`src/hdl/lxep_pkg.sv`:
```
// Shared types and constants for the LDA exchange energy and potential pipeline.
// No dependencies; every other file in this block imports it.
package lxep_pkg;

	localparam int unsigned LXEP_FRACTION_BITS = 48;
	localparam int unsigned LXEP_DENS_W = 64;
	localparam int unsigned LXEP_SUM_W = 65;
	localparam int unsigned LXEP_X_W = 65;
	localparam int unsigned LXEP_QUOT_W = 61;
	localparam logic [61:0] LXEP_K = 62'd4541334848947935694;

	typedef struct packed {
		logic [LXEP_DENS_W-1:0] total_density;
		logic [LXEP_DENS_W-1:0] up_density;
		logic [LXEP_DENS_W-1:0] down_density;
	} lxep_point_t;

	typedef struct packed {
		logic signed [63:0] energy_density;
		logic signed [63:0] potential_up;
		logic signed [63:0] potential_down;
	} lxep_result_t;

	typedef struct packed {
		logic [LXEP_DENS_W-1:0] up_density;
		logic [LXEP_DENS_W-1:0] down_density;
		logic [LXEP_SUM_W-1:0]  density_sum;
		logic                   single;
	} lxep_side_t;

endpackage

```
`src/hdl/lxep_kmul.sv`:
```
// Scales a cube root by (3/pi)^(1/3) with rounding, as four registered partial products.
// Depends on lxep_pkg.
module lxep_kmul #(
	parameter int unsigned FRACTION_BITS = lxep_pkg::LXEP_FRACTION_BITS,
	localparam int unsigned ROOT_W = (lxep_pkg::LXEP_X_W + 2 * FRACTION_BITS + 2) / 3
) (
	input  logic              clk,
	input  logic              arst_n,
	input  logic              in_valid,
	input  logic [ROOT_W-1:0] root,
	output logic              out_valid,
	output logic [ROOT_W-1:0] mag
);
	import lxep_pkg::*;

	localparam int unsigned FW = ROOT_W + 64;
	localparam logic [31:0] K_LO = LXEP_K[31:0];
	localparam logic [29:0] K_HI = LXEP_K[61:32];

	logic [31:0] rl;
	logic [ROOT_W-33:0] rh;
	logic [FW-1:0] full;

	logic valid_s1, valid_s2;
	logic [63:0] pll_s1, plh_s1, phl_s1, phh_s1;
	logic [ROOT_W-1:0] mag_s2;

	assign rl = root[31:0];
	assign rh = root[ROOT_W-1:32];

	always_comb begin
		full = FW'(pll_s1) + ((FW'(plh_s1) + FW'(phl_s1)) << 32) + (FW'(phh_s1) << 64)
			+ (FW'(1) << 61);
	end

	always_ff @(posedge clk or negedge arst_n) begin
		if (!arst_n) begin
			valid_s1 <= 1'b0;
			valid_s2 <= 1'b0;
		end else begin
			valid_s1 <= in_valid;
			valid_s2 <= valid_s1;
		end
	end

	always_ff @(posedge clk) begin
		pll_s1 <= 64'(rl) * 64'(K_LO);
		plh_s1 <= 64'(rl) * 64'(K_HI);
		phl_s1 <= 64'(rh) * 64'(K_LO);
		phh_s1 <= 64'(rh) * 64'(K_HI);
		mag_s2 <= full[62 +: ROOT_W];
	end

	assign out_valid = valid_s2;
	assign mag = mag_s2;

endmodule

```
`config.mk`:
```
export PLATFORM = sky130hd
export DESIGN_NAME = lxep_kmul
export DESIGN_NICKNAME = d
export VERILOG_FILES = /design/src/hdl/lxep_pkg.sv /design/src/hdl/lxep_kmul.sv
export SDC_FILE = /design/constraint.sdc
export NUM_CORES = 2
export LEC_CHECK = 0
export BUFFER_PORTS_ARGS = -buffer_cell sky130_fd_sc_hd__buf_2
export CAP_MARGIN = 20
export CORE_ASPECT_RATIO = 1.4
export CORE_MARGIN = 8
export CORE_UTILIZATION = 66
export DETAILED_ROUTE_END_ITERATION = 10
export MAX_ROUTING_LAYER = met4
export PLACE_DENSITY = 0.83
export SYNTH_ARGS = -nofsm -noshare
export SYNTH_HDL_FRONTEND = slang
export SYNTH_SLANG_ARGS = --single-unit
```
`constraint.sdc`:
```
create_clock -name clk -period 7.96 [get_ports clk]
set_clock_uncertainty 0.2 [all_clocks]
set_input_delay 0.398 -clock clk [delete_from_list [all_inputs] [get_ports clk]]
set_output_delay 0.398 -clock clk [all_outputs]
set_load 0.03 [all_outputs]
```
After elaboration in Yosys (flattened, before gate mapping) --
Index checks and enable logic that the tools add are counted.
Cells by class: add/sub/neg operators 4, multiply operators 4
Operator list (number):
- adder 116 x 62 -> 116 bit (second input constant) | 1
- adder 96 x 116 -> 116 bit | 1
- adder 64 x 95 -> 96 bit | 1
- adder 62 x 54 -> 63 bit | 1
- multiplier 32 x 31 -> 63 bit (second input constant) | 1
- multiplier 32 x 30 -> 62 bit (second input constant) | 1
- multiplier 22 x 31 -> 53 bit (second input constant) | 1
- multiplier 22 x 30 -> 52 bit (second input constant) | 1
Word-level totals: word-level logic and storage cells 15, bits in registers 286, output and inout bits 55, input port bits 57

Logic depth before layout (Yosys ltp) --
depth in word-level cells 4, gate-level depth with buffers 30, gate-level depth less buffers 28

Worst setup path after synthesis --
Ideal clock, no wire load.
kind in2reg, start input port root[12], end register plh_s1[57], data arrival time 7.228 ns, stages on the path 30, data required time 7.637 ns, setup time 0.123 ns, setup slack 0.409 ns, cells stage by stage inv_1 > fa_1 > xor2_1 > ha_1 > or2_2 > clkbuf_1 > xnor2_1 > ha_1 > a21o_1 > fa_1 > fa_1 > inv_1 > fa_1 > inv_1 > fa_1 > inv_1 > fa_1 > inv_1 > ha_1 > clkbuf_1 > a21oi_1 > o21ai_1 > a2111oi_0 > o21bai_1 > a22oi_1 > a21boi_1 > o31ai_1 > a41oi_1 > o21ai_1 > xor2_1
On the way: longest elaborated chain between the ends 1
RTL lines:
- start: declaration | RTL line lxep_kmul.sv:10 | input logic [ROOT_W-1:0] root,
- multiplier 32 x 30 -> 62 bit | RTL line lxep_kmul.sv:48 | plh_s1 <= 64'(rl) * 64'(K_HI);
- end signal: assignment | RTL line lxep_kmul.sv:48
- end: declaration | RTL line lxep_kmul.sv:25 | logic [63:0] pll_s1, plh_s1, phl_s1, phh_s1;
No other way between the ends.

Worst setup path in the final report --
start register phl_s1[1], end register mag_s2[53] (netlist: mag[53])
On the way: longest elaborated chain between the ends 4
RTL lines:
- start: declaration | RTL line lxep_kmul.sv:25
- start signal: assignment | RTL line lxep_kmul.sv:49 | phl_s1 <= 64'(rh) * 64'(K_LO);
- adder 62 x 54 -> 63 bit | RTL line lxep_kmul.sv:32 | full = FW'(pll_s1) + ((FW'(plh_s1) + FW'(phl_s1)) << 32) + (FW'(phh_s1) << 64)
- adder 64 x 95 -> 96 bit | RTL line lxep_kmul.sv:32
- adder 96 x 116 -> 116 bit | RTL line lxep_kmul.sv:32
- adder 116 x 62 -> 116 bit | RTL line lxep_kmul.sv:33 | + (FW'(1) << 61);
- net full[115] | RTL line lxep_kmul.sv:22 | logic [FW-1:0] full;
- end signal: assignment | RTL line lxep_kmul.sv:51 | mag_s2 <= full[62 +: ROOT_W];
- end: declaration | RTL line lxep_kmul.sv:26 | logic [ROOT_W-1:0] mag_s2;
The timed path passes the listed nets, and every way through them passes these cells.

==> flow_summary.yaml <==
die:
  start_util_pct: 66.7
  core-area_sq_um: 96800
  chipHeight_microns: 386
  dieWidth_microns: 280
  fp_rows: 135
  io-pin-count: 112
  floorplan.die_area_sq_um: 108000
hold_path:
  worstHoldPathType: "flop to flop"
  hold-path-endpoint: "out_valid"
  worst_hold_startpoint: "valid_s1"
  hold_path_cell_cnt: 0
routing:
  post_dr_vias_cell: 6.09
  route.detailed.wl_per_inst_microns: 29.3
  antenna_violating_nets_post_route: 0
  routed-via-count: 52300
  detail_route.drc_violations: 0
  initialDrtViolationCount: 4202
  route.final.wire_length_mm: 252
  drt-pass1-iter-count: 9
finish:
  layout.cells.non_filler: 8587
  area_delta_synth_final_pct: 11.8
  layout-drive-gt1-share_pct: 11.3
  fin_nets: 9707
synthesis:
  synthesis.area_per_instance_sq_um: 9.81
  synth_largest_type_area_fraction_pct: 38.2
  netlist-cell-type-count: 101
  netlist.top_cell.by_area: "sky130_fd_sc_hd__fa_1"
  synth_enable_flop_cells: 0
  top_cells_by_count_synth: "sky130_fd_sc_hd__inv_1, sky130_fd_sc_hd__fa_1, sky130_fd_sc_hd__ha_1"
  ys_dominant_reg_cell: "sky130_fd_sc_hd__dfxtp_1"
  synth_sequential_area_ratio_pct: 7.86
  syn-instance-count: 6581
  synth.net_count: 9039
  netlist_top_cells_area: "sky130_fd_sc_hd__fa_1, sky130_fd_sc_hd__ha_1, sky130_fd_sc_hd__inv_1"
  postSynthRegisterBits: 253
  yosys_warnings: 0
  post-synth-top-count-cell: "sky130_fd_sc_hd__inv_1"
  synth_async_sr_flop_share_pct: 0.791
  post_synth_instance_area_sq_um: 64500
timing:
  timing.final.ws_setup_ns: -0.0794
  report.final.hold_viol_count: 0
  timing.final.setup_violations: 8
  max_freq_mhz: 124
  post-route-min-period_ns: 8.04
  fin_setup_tns_ns: -0.389
  final.hold.worst_slack_ns: 0.162
  report.final.slew_viol_count: 0
  slew_headroom_pct: 13.9
  final.period_utilization_pct: 101
  timing_worst_slew_pin_value_ns: 1.29
global_route:
  global_route.overflow_total: 0
  grt_first_pass_wirelength_mm: 374
  grt_pass1_vias: 58400
  grt_max_degree: 17
  grt_usage_pct: 49.4
  antenna_found_initial: 16
cts:
  clock-root-buffer: "sky130_fd_sc_hd__clkbuf_16"
  insertion_delay_to_the_later_sink_of_the_worst_skew_pair_ns: 0.59
  cts_tree: "built"
  post-cts-setup-buffer-count: 0
  clock_tree.htree_level_count: 1
  clock_transition_at_the_registers_of_the_reported_paths_ns: 0.08
  clk_path_buf_depth: 3
  cts.sinks: 253
  cts_buffers: 24
placement:
  dp_hpwl_mm: 218
  port_buffers: 111
  dp.cells: 8510
  place_congestion: 1.17
worst_setup_path:
  rr_startpoint: "phl_s1[1]"
  timing.critical_path.slowest_cell_delay_ns: 1.01
  path_max_fanout: 6
  cp_common_cell: "sky130_fd_sc_hd__ha_1"
  r2r_end: "mag[53]"
  cp.required_ns: 8.23
  worst_setup_path_start_kind: "flop"
  r2r_setup_slack_ns: -0.08
  crit_chain: "ha_1, fa_1, a211oi_1, o21bai_1, a21oi_1, o2bb2ai_2, a31oi_1, nand4b_1, a311oi_1, o21ai_1, a21oi_1, xor2_1, ha_1, ha_1, and3_1, nand2_1, a2111oi_0, o41a_1, and4_1, nand3_1, xnor2_1"
  critPathKind: "flop to flop"
  crit_family: "compound AO/OA/AOI/OAI gates"
  cp_data_arrival_time_ns: 8.31
  r2r_cells: 21
  endpoint_kind: "flop"
  timing.critical_path.slowest_stage_cell: "sky130_fd_sc_hd__xor2_1"
  worst_path_buf_inv: 0
job:
  drv.max_cap_violation_count: 0
outcome:
  violations: "setup timing"
  run_status: "finished, violations left"
==> per-stage QoR <==
stage,utilization (%),worst slack (ns),instance area [sq um]
after floorplan,-,0.409,64500
after global placement,73.4,-0.529,71000
after detailed placement,73.4,-0.240,71000
after CTS,74.3,0.268,71900
after global routing,74.5,-0.121,72100
final,74.5,-0.0794,72100
==> cell usage in the layout, fill, tap and decap left out, types with 8 or more instances in the layout <==
master and instances:
sky130_fd_sc_hd__inv_1 1759, sky130_fd_sc_hd__fa_1 1230, sky130_fd_sc_hd__ha_1 1170, sky130_fd_sc_hd__buf_4 587, sky130_fd_sc_hd__a21oi_1 327, sky130_fd_sc_hd__dfxtp_1 251
sky130_fd_sc_hd__xnor2_1 213, sky130_fd_sc_hd__a21o_1 187, sky130_fd_sc_hd__nand2_1 183, sky130_fd_sc_hd__nor2_1 179, sky130_fd_sc_hd__o21ai_0 133, sky130_fd_sc_hd__buf_2 111
sky130_fd_sc_hd__xor2_1 110, sky130_fd_sc_hd__nand3_1 74, sky130_fd_sc_hd__o21bai_1 57, sky130_fd_sc_hd__nand4_1 53, sky130_fd_sc_hd__and3_1 50, sky130_fd_sc_hd__nor3_1 46
sky130_fd_sc_hd__nor2b_1 41, sky130_fd_sc_hd__a31oi_1 38, sky130_fd_sc_hd__o21ai_1 36, sky130_fd_sc_hd__nand2b_1 31, sky130_fd_sc_hd__o21a_1 30, sky130_fd_sc_hd__a211oi_1 26
sky130_fd_sc_hd__clkbuf_16 24, sky130_fd_sc_hd__diode_2 20, sky130_fd_sc_hd__o31ai_1 19, sky130_fd_sc_hd__o211ai_1 18, sky130_fd_sc_hd__and2_1 16, sky130_fd_sc_hd__o31a_1 13
sky130_fd_sc_hd__or2_2 11, sky130_fd_sc_hd__buf_12 11, sky130_fd_sc_hd__and4_1 8, sky130_fd_sc_hd__a311oi_1 8
==> worst max path at each step <==
stage	start	endpoint	slack, ns	depth (start not counted)
2_1_floorplan	root[12]	plh_s1[57]	0.41	30
3_3_place_gp	root[7]	pll_s1[59]	-0.53	27
3_5_place_dp	root[7]	pll_s1[63]	-0.24	28
4_1_cts	root[7]	pll_s1[63]	0.27	28
5_1_grt	phl_s1[1]	mag[43]	-0.12	21
6_report	phl_s1[1]	mag[53]	-0.08	21
==> layer usage <==
metal | routed length (microns) | vias to the layer above | global-route usage (%)
met5 | 0 | - | -
met4 | 38800 | 0 | 54.0
met3 | 19700 | 1560 | 13.7
met2 | 120000 | 2985 | 80.2
met1 | 73400 | 25500 | 43.9
li1 | - | 22300 | -
==> what timing repair did <==
item / 4_1_cts / 5_1_grt
hold buffers: 4 / 0
resized for setup: 0 / 10
endpoints found under the setup margin: 0 / 30
hold endpoints to repair: 4 / 0
==> cell families after synthesis <==
kind of cell,share of synthesized area (%)
muxes,0.0640
xor gates and xnor gates,4.52
and+or+nand+nor,5.64
DFF,7.86
AOI/OAI and AO/OA,10.3
adders and majority gates,60.9
buffers and inverters,10.7
==> registers in the layout (all words and copies together) (netlist names) <==
signal / count
out_valid: 1
plh_s1: 60
pll_s1: 34
phl_s1: 53
valid_s1: 1
phh_s1: 50
mag: 54
==> final cells by class <==
type / instances / area, sq um
multi-input cells: 4490 / 52700
fillers: 6939 / 24700
inverters: 1761 / 6610
repair buffers: 719 / 5290
flip-flops and latches: 253 / 5070
well taps: 1301 / 1630
clock buffers: 27 / 632
clock inverters: 16 / 175
diodes: 20 / 50.0
Power is not shown: default switching activity piles up to over one toggle a cycle in this logic, so the estimate is an artifact.
