--- config.mk ---
export PLATFORM = sky130hd
export DESIGN_NAME = lxep_front
export DESIGN_NICKNAME = d
export VERILOG_FILES = /design/src/hdl/lxep_pkg.sv /design/src/hdl/lxep_front.sv
export SDC_FILE = /design/constraint.sdc
export NUM_CORES = 1
export LEC_CHECK = 0
export BUFFER_PORTS_ARGS = -buffer_cell sky130_fd_sc_hd__buf_2
export CELL_PAD_IN_SITES_DETAIL_PLACEMENT = 0
export CELL_PAD_IN_SITES_GLOBAL_PLACEMENT = 2
export CORE_MARGIN = 3
export CORE_UTILIZATION = 28
export DETAILED_ROUTE_END_ITERATION = 12
export PLACE_DENSITY_LB_ADDON = 0.1
export SYNTH_ARGS = -nofsm -noshare
export SYNTH_HDL_FRONTEND = slang
export SYNTH_SLANG_ARGS = --single-unit
--- constraint.sdc ---
create_clock -name clk -period 0.8 [get_ports clk]
set_clock_uncertainty 0.05 [all_clocks]
set_input_delay 0 -clock clk [delete_from_list [all_inputs] [get_ports clk]]
set_output_delay 0 -clock clk [all_outputs]
set_load 0.005 [all_outputs]
--- src/hdl/lxep_pkg.sv ---
// Shared types and constants for the LDA exchange energy and potential pipeline.
// No dependencies; every other file in this block imports it.
package lxep_pkg;

	localparam int unsigned LXEP_FRACTION_BITS = 48;
	localparam int unsigned LXEP_DENS_W = 64;
	localparam int unsigned LXEP_SUM_W = 65;
	localparam int unsigned LXEP_X_W = 65;
	localparam int unsigned LXEP_QUOT_W = 61;
	localparam logic [61:0] LXEP_K = 62'd4541334848947935694;

	typedef struct packed {
		logic [LXEP_DENS_W-1:0] total_density;
		logic [LXEP_DENS_W-1:0] up_density;
		logic [LXEP_DENS_W-1:0] down_density;
	} lxep_point_t;

	typedef struct packed {
		logic signed [63:0] energy_density;
		logic signed [63:0] potential_up;
		logic signed [63:0] potential_down;
	} lxep_result_t;

	typedef struct packed {
		logic [LXEP_DENS_W-1:0] up_density;
		logic [LXEP_DENS_W-1:0] down_density;
		logic [LXEP_SUM_W-1:0]  density_sum;
		logic                   single;
	} lxep_side_t;

endpackage

--- src/hdl/lxep_front.sv ---
// Input stage: mode select, density floor and spin sum for one grid point.
// Depends on lxep_pkg.
module lxep_front #(
	parameter int unsigned FRACTION_BITS = lxep_pkg::LXEP_FRACTION_BITS
) (
	input  logic                               clk,
	input  logic                               arst_n,
	input  logic                               start,
	input  logic                               spin_polarized,
	input  lxep_pkg::lxep_point_t              point,
	output logic                               out_valid,
	output logic [lxep_pkg::LXEP_X_W-1:0]      x_up,
	output logic [lxep_pkg::LXEP_X_W-1:0]      x_dn,
	output lxep_pkg::lxep_side_t               side
);
	import lxep_pkg::*;

	localparam logic [63:0] FLOOR_RAW =
		((64'd1 << FRACTION_BITS) + 64'd50000000000000) / 64'd100000000000000;
	localparam logic [63:0] FLOOR = (FLOOR_RAW == 64'd0) ? 64'd1 : FLOOR_RAW;

	logic [LXEP_SUM_W-1:0] sum;
	logic [LXEP_DENS_W-1:0] tot_fl;
	logic [LXEP_X_W-1:0] xu, xd;
	logic single;

	logic valid_s1;
	logic [LXEP_X_W-1:0] x_up_s1, x_dn_s1;
	lxep_side_t side_s1;

	always_comb begin
		sum = {1'b0, point.up_density} + {1'b0, point.down_density};
		tot_fl = (point.total_density <= FLOOR) ? FLOOR : point.total_density;
		if (!spin_polarized) begin
			xu = {1'b0, tot_fl};
			xd = {1'b0, tot_fl};
			single = 1'b1;
		end else if (sum <= {1'b0, FLOOR}) begin
			xu = {1'b0, FLOOR};
			xd = {1'b0, FLOOR};
			single = 1'b1;
		end else begin
			xu = {point.up_density, 1'b0};
			xd = {point.down_density, 1'b0};
			single = 1'b0;
		end
	end

	always_ff @(posedge clk or negedge arst_n) begin
		if (!arst_n) begin
			valid_s1 <= 1'b0;
		end else begin
			valid_s1 <= start;
		end
	end

	always_ff @(posedge clk) begin
		x_up_s1 <= xu;
		x_dn_s1 <= xd;
		side_s1.up_density <= point.up_density;
		side_s1.down_density <= point.down_density;
		side_s1.density_sum <= sum;
		side_s1.single <= single;
	end

	assign out_valid = valid_s1;
	assign x_up = x_up_s1;
	assign x_dn = x_dn_s1;
	assign side = side_s1;

endmodule

Word-level counts from Yosys, hierarchy flattened
Index checks and enable logic that the tools add are counted.
{"block": "op_classes", "n_addsub": 1, "n_lt_le_gt_ge": 2, "n_mux": 6, "n_bitwise": 1, "n_reduce_logical": 1}
{"operator": "64-bit 2-to-1 mux", "n": 5}
{"operator": "64-bit by 64-bit adder with 65-bit output", "n": 1}
{"operator": "65-bit by 2-bit less-or-equal comparator with 1-bit output (second input constant)", "n": 1}
{"operator": "64-bit by 2-bit less-or-equal comparator with 1-bit output (second input constant)", "n": 1}
{"operator": "2-bit OR reduction", "n": 1}
{"operator": "1-bit 2-to-1 mux", "n": 1}
{"operator": "1-bit inverter", "n": 1}
{"block": "word_totals", "ff_bits": 325, "input_bits": 196, "out_inout_bits": 325, "elab_cells": 20}

Longest topological paths before layout
Gate-level depths: netlist of run 1.
{"block": "logic_depth", "word_depth": 4, "mapped_depth": 17, "ltp_nobuf": 14}

Worst setup path before layout of run 1
No wires, ideal clock.
{"block": "synth_timing", "path_type": "input -> register", "start": "input point[0] in the netlist's numbering", "end": "register x_up_s1[58] (netlist: x_up[58])", "setup_ps": 117, "t_arrival_ps": 3824, "required_ps": 633, "path_slack_ps": -3191, "stages": 16, "n_path_buf": 2, "path_cell_list": "ha_1 > fa_1 > a211oi_2 > o31ai_1 > a21boi_2 > xnor2_1 > or4b_1 > or4_1 > or4_1 > a2111oi_0 > nand4b_1 > nor3_2 > a31oi_1 > buf_2 > buf_2 > a22o_1"}
{"block": "synth_via", "elab_chain_len": 4}
{"item": "start, declared", "line_no": "lxep_front.sv:10", "text": "input lxep_pkg::lxep_point_t point,"}
{"item": "64-bit by 64-bit adder with 65-bit output", "line_no": "lxep_front.sv:32", "text": "sum = {1'b0, point.up_density} + {1'b0, point.down_density};"}
{"item": "net sum[8]", "line_no": "lxep_front.sv:22", "text": "logic [LXEP_SUM_W-1:0] sum;"}
{"item": "65-bit by 2-bit less-or-equal comparator with 1-bit output", "line_no": "lxep_front.sv:38", "text": "end else if (sum <= {1'b0, FLOOR}) begin"}
{"item": "64-bit 2-to-1 mux", "line_no": "lxep_front.sv:38"}
{"item": "64-bit 2-to-1 mux", "line_no": "lxep_front.sv:34", "text": "if (!spin_polarized) begin"}
{"item": "net xu[58]", "line_no": "lxep_front.sv:24", "text": "logic [LXEP_X_W-1:0] xu, xd;"}
{"item": "end signal, assigned", "line_no": "lxep_front.sv:58", "text": "x_up_s1 <= xu;"}
{"item": "end, declared", "line_no": "lxep_front.sv:28", "text": "logic [LXEP_X_W-1:0] x_up_s1, x_dn_s1;"}
The timed path passes the listed nets, and every way through them passes these cells.
A chain may end at the register's enable or synchronous reset.

Worst setup path after layout of run 1
{"block": "layout_timing", "start": "input point[64] in the netlist's numbering", "end": "register x_dn_s1[51] (netlist: x_dn[51])"}
{"block": "layout_via", "elab_chain_len": 4}
{"item": "64-bit by 64-bit adder with 65-bit output", "line_no": "lxep_front.sv:32"}
{"item": "net sum[6]", "line_no": "lxep_front.sv:22"}
{"item": "65-bit by 2-bit less-or-equal comparator with 1-bit output", "line_no": "lxep_front.sv:38"}
{"item": "64-bit 2-to-1 mux", "line_no": "lxep_front.sv:38"}
{"item": "64-bit 2-to-1 mux", "line_no": "lxep_front.sv:34"}
{"item": "net xd[51]", "line_no": "lxep_front.sv:24"}
{"item": "end signal, assigned", "line_no": "lxep_front.sv:59", "text": "x_dn_s1 <= xd;"}
{"item": "end, declared", "line_no": "lxep_front.sv:28"}
The timed path passes the listed nets, and every way through them passes these cells.

==> results of run 1 <==
==> cell usage in the layout (no fill, tap or decap), drive strengths merged, types with 58 or more instances in the layout <==
master and instances:
a21oi 94, a22o 123, buf 1061, clkbuf 58, dfxtp 323, dlygate4sd3 187, ha 64, nand2 78
nor2 73, o21ai 65
==> power by group through the flow <==
| stage | clock, mW | sequential [mW] | combinational [mW] |
|---|---|---|---|
| floorplan | 0 | 18.7 | 4.45 |
| global placement | 0 | 18.5 | 12.0 |
| detailed placement | 0 | 18.5 | 12.0 |
| CTS | 17.6 | 18.1 | 13.0 |
| global route | 18.2 | 18.5 | 16.3 |
| finish | 17.2 | 18.4 | 15.3 |
==> final timing paths <==
kind	start	endpoint	slack, ns	depth (start not counted)
max	point[64]	x_dn[51]	-3.08	17
max in group asynchronous	arst_n	out_valid	0.35	3
min	point[66]	side[132]	-0.50	1
min in group asynchronous	arst_n	out_valid	0.25	3
==> registers in the layout, indices dropped and copies added (netlist names) <==
name,flops
x_dn,64
x_up,65
side,194
out_valid,1
==> cells by family after synthesis <==
logic type               after synthesis  synth area share
AO/OA/AOI/OAI                        401             0.223
flip-flops                           324             0.512
AND/OR/NAND/NOR                      309             0.122
buffers and inverters                 95            0.0352
adder cells (fa/ha/maj)               65            0.0648
XOR/XNOR                              55            0.0380
multiplexers                           5           0.00415
==> cell type report <==
| type | instances | area [um^2] | share of cell area |
|---|---|---|---|
| clock buffers | 52 | 1100 | 0.0431 |
| clock inverters | 10 | 116 | 0.00454 |
| multi-input cells | 835 | 7320 | 0.286 |
| inverters | 24 | 95.1 | 0.00371 |
| well taps | 592 | 741 | 0.0289 |
| flip-flops and latches | 324 | 6620 | 0.258 |
| repair buffers | 1254 | 9630 | 0.376 |
==> Yosys cell counts, types with 12 or more instances <==
cell,number
xor2_1,24
a21oi_1,93
o211ai_1,12
xnor2_1,31
a21o_1,14
nand2_1,78
a31oi_1,15
nand3_1,20
o21ai_0,51
nor4_1,27
o21ai_1,14
a22o_1,123
dfxtp_1,323
ha_1,64
inv_1,23
nor2_1,73
clkbuf_1,54
nand4_1,33
nor3_1,20
==> metrics by stage <==
step | instances | setup TNS (ns) | power, mW
floorplan | 1254 | -437.37 | 23.2
global placement | 2794 | -552.35 | 30.5
detailed placement | 2794 | -568.84 | 30.5
CTS | 3036 | -541.35 | 48.7
global route | 3091 | -555.42 | 53.1
finish | 3091 | -524.56 | 50.9
==> what timing repair did <==
item / CTS / global route
gates resized for setup: 28 / 447
pin swaps: 8 / 100
hold buffers: 180 / 13
endpoints found under the hold margin: 282 / 55
endpoints found under the setup margin: 516 / 517
cloned: 0 / 12
buffers inserted: 0 / 40
==> layer usage <==
layer  global-route usage  share of wire  vias to the layer above
li1                     -              -                     7123
met1                0.290           0.43                     7061
met3               0.0396          0.048                       76
met5                    0        0.00016                        -
met4               0.0568          0.021                        2
met2                0.407           0.50                      372
==> reports/qor.csv, run 1 <==
metric,value,unit
worstPathCellList,buf_8 -> ha_4 -> fa_2 -> a211oi_4 -> o31ai_4 -> buf_4 -> xor2_1 -> or4b_1 -> or4_1 -> or4_4 -> a2111oi_4 -> nand4b_1 -> nor3_4 -> a31oi_4 -> buf_12 -> clkbuf_16 -> a22o_1,
cts_tree,done,
power_switching,14.4,mW
place_ws,-3.64,ns
io_buffers,520,
synth_warnings,0,
cpLargestDelayFamily,simple AND/OR/NAND/NOR gates,
cp-start-kind,primary input,
cts-htree-levels,2,
gp_congestion,0.872,
tightest_slew,0.502,ns
antenna_cells,0,
slowest_delay,0.53,ns
grt_usage,0.230,
synth_area,12700,um^2
yosys_most_used_dff,dfxtp_1,
start_util,0.285,
cts_buffer_depth,3,
power_leakage,11.9,nW
layout_min_cycle_time,3.88,ns
antenna_found_initial,2,
yosysSeqAreaShare,0.512,
ir_drop,1720,uV
status,finished with violations,
grt_pass1_wl,85.0,mm
setup_viol,515,
drtPass1Iterations,5,
synth.distinct_cells,70,
vias,14634,
rsz0062_at_grt,yes,
synth_edf_count,0,
avgSynthCellArea,10.1,um^2
path_clk_slew,0.06,ns
p_sw_frac,0.284,
hpwl,45.6,mm
min_period_over_period,4.85,
die_x,219,um
ant_nets,0,
fillCellCount,3938,
pwr-share-seq,0.362,
cp_max_fo,8,
grt_overflow,0,
crit_buf_inv,4,
required,1.18,ns
syn_inst,1254,
whs,-0.499,ns
clock_power_share,0.337,
die_h,219,um
fmax,258,MHz
endpoint_kind,flip-flop,
cts.sinks,324,
dpl-instance-area,19900,um^2
holdCritPathClass,primary input to flip-flop,
std_cell_rows,77,
design_area,25600,um^2
arrival,4.25,ns
cts_buffers,37,
critPathSlowestCell,or4b_1,
cap_viol_max_count,0,
finish.utilization,0.577,
synth.largest_area_cell,dfxtp_1,
fin_ws,-3.08,ns
crit_type,primary input to flip-flop,
routedWlPerCell,19.8,um
violations,"negative hold slack, negative setup slack",
p_per_area,1980,nW/um^2
syn_nets,1515,
grt_max_degree,66,
slew_headroom,0.662,
ys_ff_latch,324,
ios,521,
cts-root-buf,clkbuf_16,
drive_gt1_frac,0.569,
slew_violations,0,
hold_violations,33,
area_delta_synth_final,102,%
drc_errors,0,
yosys.area.top_type_share,0.510,
wl,61.3,mm
fin_nets,2737,
internal_power,36.4,mW
combPwrFrac,0.301,
core,44400,um^2
via_per_inst,4.73,
async_flop_share,0.00309,
grt_pass1_vias,14461,
design.die.area,47800,um^2
drt-initial-drc-count,627,
synthTopCellsByArea,"dfxtp_1 51%, a22o_1 8.5%, ha_1 6.3%",
Power figures use the tool's default switching activity.
==> run 2: changes to the inputs <==
Settings changed: HOLD_SLACK_MARGIN from default to 0.02.
==> reports/qor.csv, run 2 (synthesis results as in run 1) <==
metric,value,unit
holdCritPathClass,primary input to flip-flop,
cap_viol_max_count,0,
layout_common_cells,"499 x buf_4, 498 x buf_2, 323 x dfxtp_1, 187 x dlygate4sd3_1, 123 x a22o_1",
gp_congestion,0.872,
slew_violations,0,
design.die.area,47800,um^2
antenna_cells,0,
required,1.19,ns
routedWlPerCell,19.8,um
cp_max_fo,8,
fmax,257,MHz
path_clk_slew,0.06,ns
drtPass1Iterations,4,
drc_errors,0,
whs,-0.493,ns
grt_pass1_wl,84.9,mm
cts_buffers,37,
grt_max_degree,66,
setup_viol,517,
min_period_over_period,4.86,
final.setup.tns,-525.40,ns
critPathSlowestCell,or4b_1,
power_leakage,11.7,nW
tightest_slew,0.499,ns
cts.sinks,324,
rsz0062_at_grt,yes,
core,44400,um^2
crit_type,primary input to flip-flop,
layout_min_cycle_time,3.89,ns
slowest_delay,0.53,ns
vias,14591,
p_total,49.9,mW
ant_nets,0,
status,finished with violations,
final_common_cell,buf_4,
grt_usage,0.230,
cts_tree,done,
cts-root-buf,clkbuf_16,
drive_gt1_frac,0.527,
hpwl,45.6,mm
cpLargestDelayFamily,simple AND/OR/NAND/NOR gates,
fin_nets,2737,
wl,61.1,mm
grt_overflow,0,
fin_ws,-3.09,ns
area_delta_synth_final,97.0,%
ir_drop,1500,uV
std_cell_rows,77,
via_per_inst,4.72,
cp-start-kind,primary input,
grt_pass1_vias,14446,
hold_violations,35,
largest_reg_flops,194,
p_per_area,2000,nW/um^2
slew_headroom,0.664,
violations,"negative hold slack, negative setup slack",
place_ws,-3.64,ns
io_buffers,520,
ios,521,
die_x,219,um
worstPathCellList,buf_8 -> ha_4 -> fa_2 -> a211oi_4 -> o31ai_4 -> buf_4 -> xor2_1 -> or4b_1 -> or4_1 -> or4_4 -> a2111oi_4 -> nand4b_1 -> nor3_4 -> a31oi_4 -> buf_12 -> clkbuf_16 -> a22o_1,
endpoint_kind,flip-flop,
antenna_found_initial,2,
crit_buf_inv,4,
die_h,219,um
cts_buffer_depth,3,
arrival,4.27,ns
drt-initial-drc-count,601,
cts-htree-levels,2,
start_util,0.285,
==> run 2: final timing paths <==
check | to | cells after the start | start
max | x_dn[5] | 17 | point[64]
min | side[132] | 1 | point[66]
max in group asynchronous | out_valid | 3 | arst_n
min in group asynchronous | out_valid | 3 | arst_n
==> run 2: per-layer routing <==
metal	vias to the layer above	share of wire	wire [um]	GRT usage
li1	7113	-	-	-
met4	0	0.023	1400	0.0568
met5	-	0	0	0
met2	403	0.50	30400	0.406
met3	77	0.050	3050	0.0398
met1	6998	0.43	26200	0.290
==> run 2: timing repair <==
item / 4_1_cts / 5_1_grt
gates resized for setup: 28 / 245
buffers inserted: 0 / 40
hold buffers: 179 / 16
pin swaps: 8 / 95
gates cloned: 0 / 12
setup endpoints to repair: 516 / 518
hold endpoints to repair: 287 / 66
==> run 2: power by group <==
group          internal (mW)  total (mW)  switching (mW)
Clock                   10.3        17.1            6.85
Combinational           7.64        14.6            6.98
Sequential              17.8        18.1           0.381
==> run 2: per-stage QoR <==
step	utilization	instances	instance area [um^2]
after CTS	0.521	3035	23100
after detailed placement	0.449	2794	19900
after global placement	0.449	2794	19900
after floorplan	-	1254	13300
after global routing	0.562	3091	25000
final	0.562	3091	25000
==> run 2: area by class of cell <==
cell class                      count  area (um^2)
Clock buffer                       52         1100
Clock inverter                     10          116
Fill cell                        4016        19500
Inverter                           24         95.1
Multi-Input combinational cell    835         7290
Sequential cell                   324         6490
Tap cell                          592          741
Timing Repair Buffer             1254         9110
